### config.mk
export PLATFORM = sky130hd
export DESIGN_NAME = positional_symbol_list_unit
export DESIGN_NICKNAME = d
export VERILOG_FILES = /design/src/hdl/psl_pkg.sv /design/src/hdl/psl_cell.sv /design/src/hdl/psl_scan.sv /design/src/hdl/positional_symbol_list_unit.sv
export SDC_FILE = /design/constraint.sdc
export NUM_CORES = 1
export LEC_CHECK = 0
export ABC_AREA = 1
export ABC_CLOCK_PERIOD_IN_PS = 3470
export BUFFER_PORTS_ARGS = -buffer_cell sky130_fd_sc_hd__buf_2
export CORE_MARGIN = 3
export CORE_UTILIZATION = 40
export DETAILED_ROUTE_END_ITERATION = 8
export PLACE_DENSITY_LB_ADDON = 0.3
export SYNTH_ARGS = -nofsm -noshare
export SYNTH_HDL_FRONTEND = slang
export SYNTH_SLANG_ARGS = --single-unit
### constraint.sdc
create_clock -name clk -period 3.47 [get_ports clk]
set_input_delay 0.694 -clock clk [delete_from_list [all_inputs] [get_ports clk]]
set_output_delay 0.694 -clock clk [all_outputs]
set_load 0.005 [all_outputs]
### src/hdl/psl_pkg.sv
package psl_pkg;

  localparam int CAPACITY_DEF = 64;
  localparam int CAPACITY_MAX = 1024;
  // wide enough for any position or length up to the largest capacity
  localparam int POS_W = $clog2(CAPACITY_MAX + 1);
  // match bits examined per scan cycle
  localparam int CHUNK = 8;
  localparam int ENC_W = $clog2(CHUNK);

  typedef enum logic [1:0] {
    OP_APPEND = 2'd0,
    OP_INSERT = 2'd1,
    OP_DELETE = 2'd2,
    OP_SEARCH = 2'd3
  } func_e;

  localparam logic [2:0] KIND_TURQUOISE = 3'd0;
  localparam logic [2:0] KIND_CORAL     = 3'd1;
  localparam logic [2:0] KIND_GOLD      = 3'd2;
  localparam logic [2:0] KIND_COPPER    = 3'd3;

  localparam logic STATUS_OK   = 1'b0;
  localparam logic STATUS_FAIL = 1'b1;

  typedef struct packed {
    func_e       func;
    logic [2:0]  bead_kind;
    logic [6:0]  slot;
  } req_t;

  typedef struct packed {
    logic        status;
    logic        found;
    logic [5:0]  found_index;
    logic [6:0]  count;
  } rsp_t;

  // broadcast from the controller to every cell
  typedef struct packed {
    logic             shift_r;
    logic             shift_l;
    logic [POS_W-1:0] pos;
    logic [POS_W-1:0] len;
    logic [1:0]       sym;
    logic             kind_ok;
  } cell_ctl_t;

endpackage

### src/hdl/psl_cell.sv
module psl_cell
  import psl_pkg::*;
#(
  parameter int IDX = 0
) (
  input  logic       clk,
  input  cell_ctl_t  ctl,
  input  logic [1:0] left_sym,
  input  logic [1:0] right_sym,
  output logic [1:0] sym,
  output logic       match
);

  localparam logic [POS_W-1:0] MY = POS_W'(IDX);

  always_ff @(posedge clk) begin
    if (ctl.shift_r) begin
      if (MY == ctl.pos) begin
        sym <= ctl.sym;
      end else if (MY > ctl.pos) begin
        sym <= left_sym;
      end
    end else if (ctl.shift_l && MY >= ctl.pos) begin
      sym <= right_sym;
    end
  end

  assign match = (MY < ctl.len) && ctl.kind_ok && (sym == ctl.sym);

endmodule

### src/hdl/psl_scan.sv
module psl_scan
  import psl_pkg::*;
#(
  parameter int CAPACITY = CAPACITY_DEF
) (
  input  logic                         clk,
  input  logic                         rst,
  input  logic                         load,
  input  logic [CAPACITY-1:0]          match_vec,
  output logic                         done,
  output logic                         found,
  output logic [$clog2(CAPACITY)-1:0]  idx
);

  localparam int IDX_W = $clog2(CAPACITY);
  localparam int NCH   = (CAPACITY + CHUNK - 1) / CHUNK;
  localparam int CH_W  = (NCH > 1) ? $clog2(NCH) : 1;
  localparam int VW    = NCH * CHUNK;

  logic [VW-1:0]    vec;
  logic [CH_W-1:0]  chunk;
  logic             busy;
  logic [CHUNK-1:0] low;
  logic [ENC_W-1:0] enc;
  logic             last;

  assign low  = vec[CHUNK-1:0];
  assign last = (chunk == CH_W'(NCH - 1));

  // lowest set bit of the current chunk wins
  always_comb begin
    enc = '0;
    for (int j = CHUNK - 1; j >= 0; j--) begin
      if (low[j]) begin
        enc = ENC_W'(j);
      end
    end
  end

  assign found = busy && (|low);
  assign done  = busy && ((|low) || last);
  assign idx   = IDX_W'({chunk, enc});

  always_ff @(posedge clk) begin
    if (rst) begin
      busy  <= 1'b0;
      chunk <= '0;
    end else if (load) begin
      busy  <= 1'b1;
      chunk <= '0;
    end else if (busy) begin
      if (done) begin
        busy <= 1'b0;
      end else begin
        chunk <= chunk + CH_W'(1);
      end
    end
  end

  always_ff @(posedge clk) begin
    if (load) begin
      vec <= VW'(match_vec);
    end else if (busy) begin
      vec <= vec >> CHUNK;
    end
  end

endmodule

### src/hdl/positional_symbol_list_unit.sv
// Ordered list of up to CAPACITY two-bit material symbols, held in a row of
// cells; on insert and delete the cells from the slot onward shift by one.
// Request channel req_valid/req_ready carries func, bead_kind and slot; every
// accepted request yields exactly one beat on rsp_valid/rsp_ready with status,
// found, found_index and the list length after the request.
// Append, insert and delete update the cells in the cycle the request is
// taken; the result passes through the pending stage and then the output
// register before rsp_valid rises, and a new request may follow in every
// cycle while the receiver keeps up.
// Search latches the per-cell match bits and walks them eight per cycle,
// chunk by chunk from index 0, ending early at the first hit; no request is
// taken meanwhile.
// Results pass through a pending stage and an output register, so a stalled
// receiver does not block the next request until both are occupied.
// Reset empties the list and drops any pending or presented result; the
// symbol cells themselves are not cleared, only the length is.
module positional_symbol_list_unit
  import psl_pkg::*;
#(
  parameter int CAPACITY = CAPACITY_DEF
) (
  input  logic clk,
  input  logic rst,
  input  logic req_valid,
  output logic req_ready,
  input  req_t req,
  output logic rsp_valid,
  input  logic rsp_ready,
  output rsp_t rsp
);

  localparam int IDX_W = $clog2(CAPACITY);
  localparam int CNT_W = $clog2(CAPACITY + 1);

  typedef enum logic [1:0] {
    S_IDLE = 2'b01,
    S_SCAN = 2'b10
  } state_t;

  state_t            state, state_next;
  logic [CNT_W-1:0]  length, length_next;
  logic              pend_valid;
  rsp_t              pend;
  logic              move;
  logic              fire;
  logic              kind_ok;
  logic              full;
  logic [POS_W-1:0]  len_p, slot_p, ins_pos;
  logic              put_ok, del_ok;
  logic              is_put, is_del, is_search;
  cell_ctl_t         ctl;
  logic [1:0]        cell_sym [CAPACITY];
  logic [CAPACITY-1:0] match_vec;
  logic              scan_done, scan_found;
  logic [IDX_W-1:0]  scan_idx;

  assign fire      = req_valid && req_ready;
  assign kind_ok   = (req.bead_kind <= KIND_COPPER);
  assign len_p     = POS_W'(length);
  assign slot_p    = POS_W'(req.slot);
  assign full      = (length == CNT_W'(CAPACITY));
  assign is_put    = (req.func == OP_APPEND) || (req.func == OP_INSERT);
  assign is_del    = (req.func == OP_DELETE);
  assign is_search = (req.func == OP_SEARCH);

  always_comb begin
    if (req.func == OP_APPEND || length == '0) begin
      ins_pos = len_p;
    end else begin
      ins_pos = slot_p;
    end
  end

  assign put_ok = kind_ok && !full && (ins_pos <= len_p);
  assign del_ok = (slot_p < len_p);

  always_comb begin
    ctl.shift_r = fire && is_put && put_ok;
    ctl.shift_l = fire && is_del && del_ok;
    ctl.pos     = is_del ? slot_p : ins_pos;
    ctl.len     = len_p;
    ctl.sym     = req.bead_kind[1:0];
    ctl.kind_ok = kind_ok;
  end

  for (genvar i = 0; i < CAPACITY; i++) begin : g_cell
    logic [1:0] left_sym, right_sym;
    if (i == 0) begin : g_head
      assign left_sym = ctl.sym;
    end else begin : g_mid
      assign left_sym = cell_sym[i-1];
    end
    if (i == CAPACITY - 1) begin : g_tail
      assign right_sym = '0;
    end else begin : g_body
      assign right_sym = cell_sym[i+1];
    end
    psl_cell #(.IDX(i)) u_cell (
      .clk       (clk),
      .ctl       (ctl),
      .left_sym  (left_sym),
      .right_sym (right_sym),
      .sym       (cell_sym[i]),
      .match     (match_vec[i])
    );
  end

  psl_scan #(.CAPACITY(CAPACITY)) u_scan (
    .clk       (clk),
    .rst       (rst),
    .load      (fire && is_search),
    .match_vec (match_vec),
    .done      (scan_done),
    .found     (scan_found),
    .idx       (scan_idx)
  );

  always_comb begin
    length_next = length;
    if (ctl.shift_r) begin
      length_next = length + CNT_W'(1);
    end else if (ctl.shift_l) begin
      length_next = length - CNT_W'(1);
    end
  end

  always_comb begin
    state_next = state;
    unique case (state)
      S_IDLE: begin
        if (fire && is_search) begin
          state_next = S_SCAN;
        end
      end
      S_SCAN: begin
        if (scan_done) begin
          state_next = S_IDLE;
        end
      end
      default: state_next = S_IDLE;
    endcase
  end

  assign move      = pend_valid && (!rsp_valid || rsp_ready);
  assign req_ready = (state == S_IDLE) && (!pend_valid || move);

  always_ff @(posedge clk) begin
    if (rst) begin
      state      <= S_IDLE;
      length     <= '0;
      pend_valid <= 1'b0;
      rsp_valid  <= 1'b0;
    end else begin
      state  <= state_next;
      length <= length_next;
      if ((fire && !is_search) || scan_done) begin
        pend_valid <= 1'b1;
      end else if (move) begin
        pend_valid <= 1'b0;
      end
      if (move) begin
        rsp_valid <= 1'b1;
      end else if (rsp_ready) begin
        rsp_valid <= 1'b0;
      end
    end
  end

  always_ff @(posedge clk) begin
    if (fire && !is_search) begin
      pend.status      <= (ctl.shift_r || ctl.shift_l) ? STATUS_OK : STATUS_FAIL;
      pend.found       <= 1'b0;
      pend.found_index <= '0;
      pend.count       <= 7'(length_next);
    end else if (scan_done) begin
      pend.status      <= scan_found ? STATUS_OK : STATUS_FAIL;
      pend.found       <= scan_found;
      pend.found_index <= scan_found ? 6'(scan_idx) : '0;
      pend.count       <= 7'(length);
    end
    if (move) begin
      rsp <= pend;
    end
  end

  a_length_bound: assert property (@(posedge clk) disable iff (rst)
    length <= CNT_W'(CAPACITY))
    else $error("list length above capacity");

  a_scan_blocks: assert property (@(posedge clk) disable iff (rst)
    state == S_SCAN |-> !req_ready)
    else $error("request taken during search");

  a_done_in_scan: assert property (@(posedge clk) disable iff (rst)
    scan_done |-> state == S_SCAN)
    else $error("search finished outside scan state");

  a_result_queued: assert property (@(posedge clk) disable iff (rst)
    fire && !is_search |=> pend_valid)
    else $error("result of an update request lost");

endmodule

### After elaboration in Yosys (flattened, before gate mapping)

Cells that the tools add are included.

| word-level totals | value |
|---|---|
| input bits | 16 |
| bits in registers | 237 |

| cells by class | value |
|---|---|
| reduce and logical (&&, ||, !) cells | 355 |
| bitwise gates (word level) | 1 |
| muxes and demuxes | 285 |
| magnitude comparators | 195 |
| $add $sub $neg | 3 |
| equality and inequality tests | 200 |

Operators with widths:

| kind | count |
|---|---|
| $mux W2 | 258 |
| $eq A6 B11 Y1 const A | 32 |
| $ge A6 B11 Y1 const A | 32 |
| $gt A6 B11 Y1 const A | 32 |
| $lt A6 B7 Y1 const A | 32 |
| $logic_and A1 B1 Y1 | 205 |
| $ne A3 B1 Y1 const B | 64 |
| $eq A5 B11 Y1 const A | 16 |
| $ge A5 B11 Y1 const A | 16 |
| $gt A5 B11 Y1 const A | 16 |
| $reduce_bool A2 Y1 | 68 |
| $reduce_and A2 Y1 | 66 |
| $eq A2 B2 Y1 | 64 |
| $mux W64 | 2 |
| $lt A5 B7 Y1 const A | 16 |
| $eq A4 B11 Y1 const A | 8 |
| $ge A4 B11 Y1 const A | 8 |
| $gt A4 B11 Y1 const A | 8 |
| $lt A4 B7 Y1 const A | 8 |
| $eq A3 B11 Y1 const A | 4 |
| $ge A3 B11 Y1 const A | 4 |
| $gt A3 B11 Y1 const A | 4 |
| $mux W15 | 2 |
| $lt A3 B7 Y1 const A | 4 |
| 34 further kinds | 70 |

### Logic depth before layout (Yosys ltp)

| depth | value |
|---|---|
| word-level depth | 11 |
| mapped depth | 21 |
| mapped depth without buffers | 20 |

### Worst setup path after synthesis

OpenSTA, ideal clock, no wires.

| path | value |
|---|---|
| path kind | input -> register |
| from | in rsp_ready |
| to | reg u_scan.vec[0] (enable) |
| buffers on the path | 2 |
| data arrival time | 2,764 ps |
| setup slack | 16 ps |
| stages on the path | 8 |
| library setup time | 690 ps |
| cells stage by stage | inv_1 -> nand3_1 -> nand2_1 -> inv_1 -> nand4_1 -> clkbuf_1 -> clkbuf_1 -> nand2_1 |

| on the way | value |
|---|---|
| word-level cells in the longest chain between the ends | 7 |

RTL lines:

| what | line | RTL |
|---|---|---|
| from (decl) | positional_symbol_list_unit.sv:28 | `input logic rsp_ready,` |
| $logic_or A1 B1 Y1 | positional_symbol_list_unit.sv:144 | `assign move = pend_valid && (!rsp_valid \|\| rsp_ready);` |
| $logic_and A1 B1 Y1 | positional_symbol_list_unit.sv:144 |  |
| $logic_or A1 B1 Y1 | positional_symbol_list_unit.sv:145 | `assign req_ready = (state == S_IDLE) && (!pend_valid \|\| move);` |
| $logic_and A1 B1 Y1 | positional_symbol_list_unit.sv:145 |  |
| net req_ready | positional_symbol_list_unit.sv:25 | `output logic req_ready,` |
| $logic_and A1 B1 Y1 | positional_symbol_list_unit.sv:57 | `assign fire = req_valid && req_ready;` |
| $logic_and A1 B1 Y1 | positional_symbol_list_unit.sv:111 | `.load (fire && is_search),` |
| $reduce_bool A2 Y1 (no line) | - |  |
| to (signal assigned) | psl_scan.sv:62 | `vec <= VW'(match_vec);` |
| to (signal assigned) | psl_scan.sv:64 | `vec <= vec >> CHUNK;` |
| to (decl) | psl_scan.sv:20 | `logic [VW-1:0] vec;` |

The timed path passes the listed nets, and every way through them passes these cells.
A chain may end at the register's enable or synchronous reset.

### Worst setup path in the final report

| path | value |
|---|---|
| from | reg length[0] |
| to | reg g_cell[2].u_cell.sym[1] (enable) |

| on the way | value |
|---|---|
| word-level cells in the longest chain between the ends | 8 |

RTL lines:

| what | line | RTL |
|---|---|---|
| from (decl) | positional_symbol_list_unit.sv:41 | `logic [CNT_W-1:0] length, length_next;` |
| from (signal assigned) | positional_symbol_list_unit.sv:155 | `length <= length_next;` |
| $logic_not A7 Y1 | positional_symbol_list_unit.sv:67 | `if (req.func == OP_APPEND \|\| length == '0) begin` |
| $logic_or A1 B1 Y1 | positional_symbol_list_unit.sv:67 |  |
| $mux W7 | positional_symbol_list_unit.sv:67 |  |
| $le A11 B7 Y1 / $mux W11 (equally long branches) | positional_symbol_list_unit.sv:74, positional_symbol_list_unit.sv:80 |  |
| $logic_and A1 B1 Y1 / $ge A2 B11 Y1 (equally long branches) | positional_symbol_list_unit.sv:74, psl_cell.sv:23 |  |
| $logic_and A1 B1 Y1, on equally long branches | positional_symbol_list_unit.sv:78, psl_cell.sv:23 |  |
| $ne A3 B1 Y1 (no line) / $reduce_bool A2 Y1 (equally long branches) | - |  |
| $reduce_and A2 Y1 (no line) (*) | - |  |
| to (signal assigned) | psl_cell.sv:19 | `sym <= ctl.sym;` |
| to (signal assigned) | psl_cell.sv:21 | `sym <= left_sym;` |
| to (signal assigned) | psl_cell.sv:24 | `sym <= right_sym;` |
| to (decl) | psl_cell.sv:10 | `output logic [1:0] sym,` |

Every way passes the cells marked *; elsewhere a longest branch is shown, timed or not.

==> results.cfg <==
[min_path]
min-delay-start = rsp_ready
hp-class = in -> reg
holdPathEnd = rsp_valid
min_path_cells = 4

[drt]
first_iter_violations = 1683
via_count = 14900
wirelength_um = 53500
route.detailed.drc = 0
antenna_left = 0
wire_per_inst_um = 20.6
firstDrtPassIters = 6
vias_per_cell = 5.75

[setup_path]
r2r_start = length[0]
cpPeakStageDelay_ns = 0.31
cp_top_family = simple AND/OR/NAND/NOR gates
path_cells = inv_1, ha_2, nand2_1, nor2_4, nand2_8, nand3_1, nand2_1, ha_1, a21oi_1, o21ai_0, nand2_1, o211ai_1, nand2_1, nand2_4, nand2_8, nand2_1, nor2_4, nand3_2, nor2_2
required_ns = 3.71
cp_max_fo = 9
cp_num_buf_inv = 1
r2r_cells = 19
cp_slowest_cell = dfxtp_1
path_class = reg -> reg
r2r_setup_slack_ns = 0.19
startpoint = length[0]
crit_arrival_ns = 3.52
cp-start-kind = flop
rr_endpoint = g_cell[2].u_cell.sym[1]
crit_path_end_kind = flop
path_common_cell = nand2_1

[timing]
finClkSkew_ns = 0.0145
tightest_slew_ns = 0.763
fmax_mhz = 305
rsz0062_at_grt = yes
slew_violations = 0
hold_violations = 0
post-route-period-util_pct = 94.5
max_slew_margin_pct = 47.8
setup_viol = 0
period_minus_slack_ns = 3.28

[placed_design]
placed_area_um2 = 16800
gp_congestion = 0.942
dpl.cell_count = 2540
port_buffers = 32
hpwlAfterDp_um = 38100

[pwr]
p_per_area_nw_per_um2 = 483
total_power_w = 0.00860
comb_power_share_pct = 26.1
p_leak_nw = 7.55
switching_share_pct = 33.4
p_int_w = 0.00573
clock_power_share_pct = 33.5
seqPwrFrac_pct = 40.5
switchingPower_w = 0.00287
ir_drop_uv = 381

[yosys]
ys_ff_latch = 237
mappedNetlistNets = 2037
async_flop_share_pct = 0
ys_warn_count = 0
synth-seq-area-share_pct = 44.4
synth_cell_types = 47
synth_edf_count = 215
postSynthCellCount = 2003
synth_area_per_cell_um2 = 7.76
synthFlopType = edfxtp_1
synth_area_um2 = 15500

[die]
num_io_pins = 33
die-area_um2 = 41300
rows = 71
die_w_um = 203
core_um2 = 38000
die-height_um = 203
start_util_pct = 40.9

[clocking]
clockBufferDepth = 3
postCtsSetupBuffers = 0
cts-root-buf = clkbuf_16
numCtsBuffers = 28
cts.sinks = 237
insertion_delay_ns = 0.56
cts_tree = done
htree_levels = 1
path_clk_slew_ns = 0.06

[global_route]
grt_pass1_vias = 13900
grt_max_degree = 113
grt_first_pass_wirelength_um = 81300
grtUsageTotal_pct = 25.2
antenna_found_initial = 1
grt_overflow_total = 0

[layout]
final_layout_size_suffix_gt1_share_pct = 13.7
antenna_cells = 0
layout.nets = 2093
final_util_pct = 46.9
area_growth_pct = 14.7
finalNonFillerCells = 2589
postLayoutCellArea_um2 = 17800

[job]
cap_viol_max_count = 0

[status]
status = finished, final reports clean
power groups by stage:
| stage | Combinational, W | Sequential [W] | Clock, W |
|---|---|---|---|
| 2_1_floorplan | 0.00138 | 0.00351 | 0 |
| 3_3_place_gp | 0.00212 | 0.00354 | 0 |
| 3_5_place_dp | 0.00214 | 0.00354 | 0 |
| 4_1_cts | 0.00215 | 0.00348 | 0.00291 |
| 5_1_grt | 0.00242 | 0.00350 | 0.00301 |
| 6_report | 0.00224 | 0.00348 | 0.00288 |
area by class of cell:
cell class / instances / area, um2
clock buffer: 41 / 821
multi-input combinational: 1451 / 7470
inverter: 201 / 769
clock inverter: 8 / 63.8
sequential: 237 / 6900
timing repair buffer: 140 / 1170
tap: 511 / 639
fill: 3764 / 20200
how the worst max path moves through the flow:
stage / depth (start not counted) / to
6_report: 19 / g_cell[2].u_cell.sym[1]
2_1_floorplan: 8 / u_scan.vec[0]
5_1_grt: 19 / g_cell[2].u_cell.sym[1]
3_5_place_dp: 19 / g_cell[2].u_cell.sym[1]
3_3_place_gp: 17 / g_cell[2].u_cell.sym[0]
4_1_cts: 19 / g_cell[2].u_cell.sym[1]
sequential cells by signal, summed over array words and instances (netlist names):
register	count
g_cell.u_cell.sym	128
length	7
pend	15
pend_valid	1
rsp	15
rsp_valid	1
state	2
u_scan.busy	1
u_scan.chunk	3
u_scan.vec	64
what timing repair did:
action	4_1_cts	5_1_grt
hold buffers	0	0
gates resized for setup	0	32
endpoints found under the setup margin	0	54
cell usage in the layout (no fill, tap or decap), types with 5 or more instances in the layout:
master     Yosys  layout
nand4_1       13      13
o22ai_1       13      13
xor2_1        62      62
buf_2         18      31
nor3_1        11      11
nand2_2       17      18
inv_1        187     185
a211oi_1       9       7
o2111ai_1     14      14
a2111oi_0      7       7
dfxtp_1       22      22
o21ai_1       14      15
edfxtp_1     215     215
a21oi_1       68      58
nor2_2        19      25
nor2_4        13      13
nand2_1      616     614
ha_1          18      17
buf_4         18      94
clkbuf_16      0      29
nand2_4        8       8
o21ai_0      102     101
clkbuf_8       0       5
clkbuf_1      49       7
o211ai_1      15      15
a21oi_2        0       9
o41ai_1       25      25
buf_12         0      14
nor2_1        89      83
inv_2         10      11
nand3_1      275     275
xnor2_1       14      14
through the flow:
step | TNS (ns) | hold WS, ns | setup WS (ns)
global route | -0.781 | 0.433 | -0.0714
finish | 0 | 0.420 | 0.189
floorplan | 0 | 0.400 | 0.0161
CTS | 0 | 0.396 | 0.165
global placement | 0 | 0.408 | 0.0582
detailed placement | 0 | 0.407 | 0.0478
per-layer routing:
metal  global-route usage [%]  part of all wire, %  vias to the layer above
met5                        0                0.024                        -
met4                     11.1                  5.0                        2
met3                     3.29                  9.5                      155
met2                     39.6                   45                      820
met1                     35.1                   41                     7040
li1                         -                    -                     6869
cells in the mapped netlist, types with 7 or more instances:
cell | number | area (um2)
xnor2_1 | 14 | 123
nor2_2 | 19 | 119
a21oi_1 | 68 | 340
nand2_2 | 17 | 106
nor2_4 | 13 | 146
dfxtp_1 | 22 | 440
buf_4 | 18 | 135
a211oi_1 | 9 | 67.6
o2111ai_1 | 14 | 123
xor2_1 | 62 | 543
nand2_1 | 616 | 2310
o41ai_1 | 25 | 219
buf_2 | 18 | 90.1
o21ai_1 | 14 | 70.1
nand4_1 | 13 | 81.3
a2111oi_0 | 7 | 61.3
nor2_1 | 89 | 334
o211ai_1 | 15 | 113
buf_1 | 25 | 93.8
inv_2 | 10 | 37.5
o21ai_0 | 102 | 510
nand2_4 | 8 | 90.1
nor3_1 | 11 | 55.1
edfxtp_1 | 215 | 6460
o22ai_1 | 13 | 81.3
inv_1 | 187 | 702
nand3_1 | 275 | 1380
clkbuf_1 | 49 | 184
ha_1 | 18 | 225
cell families after synthesis:
family,synth area share (%)
buffers and inverters,8.40
xor gates and xnor gates,4.28
AOI/OAI and AO/OA,10.9
adders and majority gates,1.45
and+or+nand+nor,30.6
DFF,44.4
worst reg2reg max path, stage by stage, from the launching register on:
cell and delay (ns):
dfxtp_1 0.31, inv_1 0.08, ha_2 0.20, nand2_1 0.11, nor2_4 0.21, nand2_8 0.11, nand3_1 0.11, nand2_1 0.08
ha_1 0.31, a21oi_1 0.15, o21ai_0 0.10, nand2_1 0.07, o211ai_1 0.08, nand2_1 0.10, nand2_4 0.09, nand2_8 0.11
nand2_1 0.13, nor2_4 0.15, nand3_2 0.20, nor2_2 0.28
Note: power is estimated with default switching activity, not from simulation.
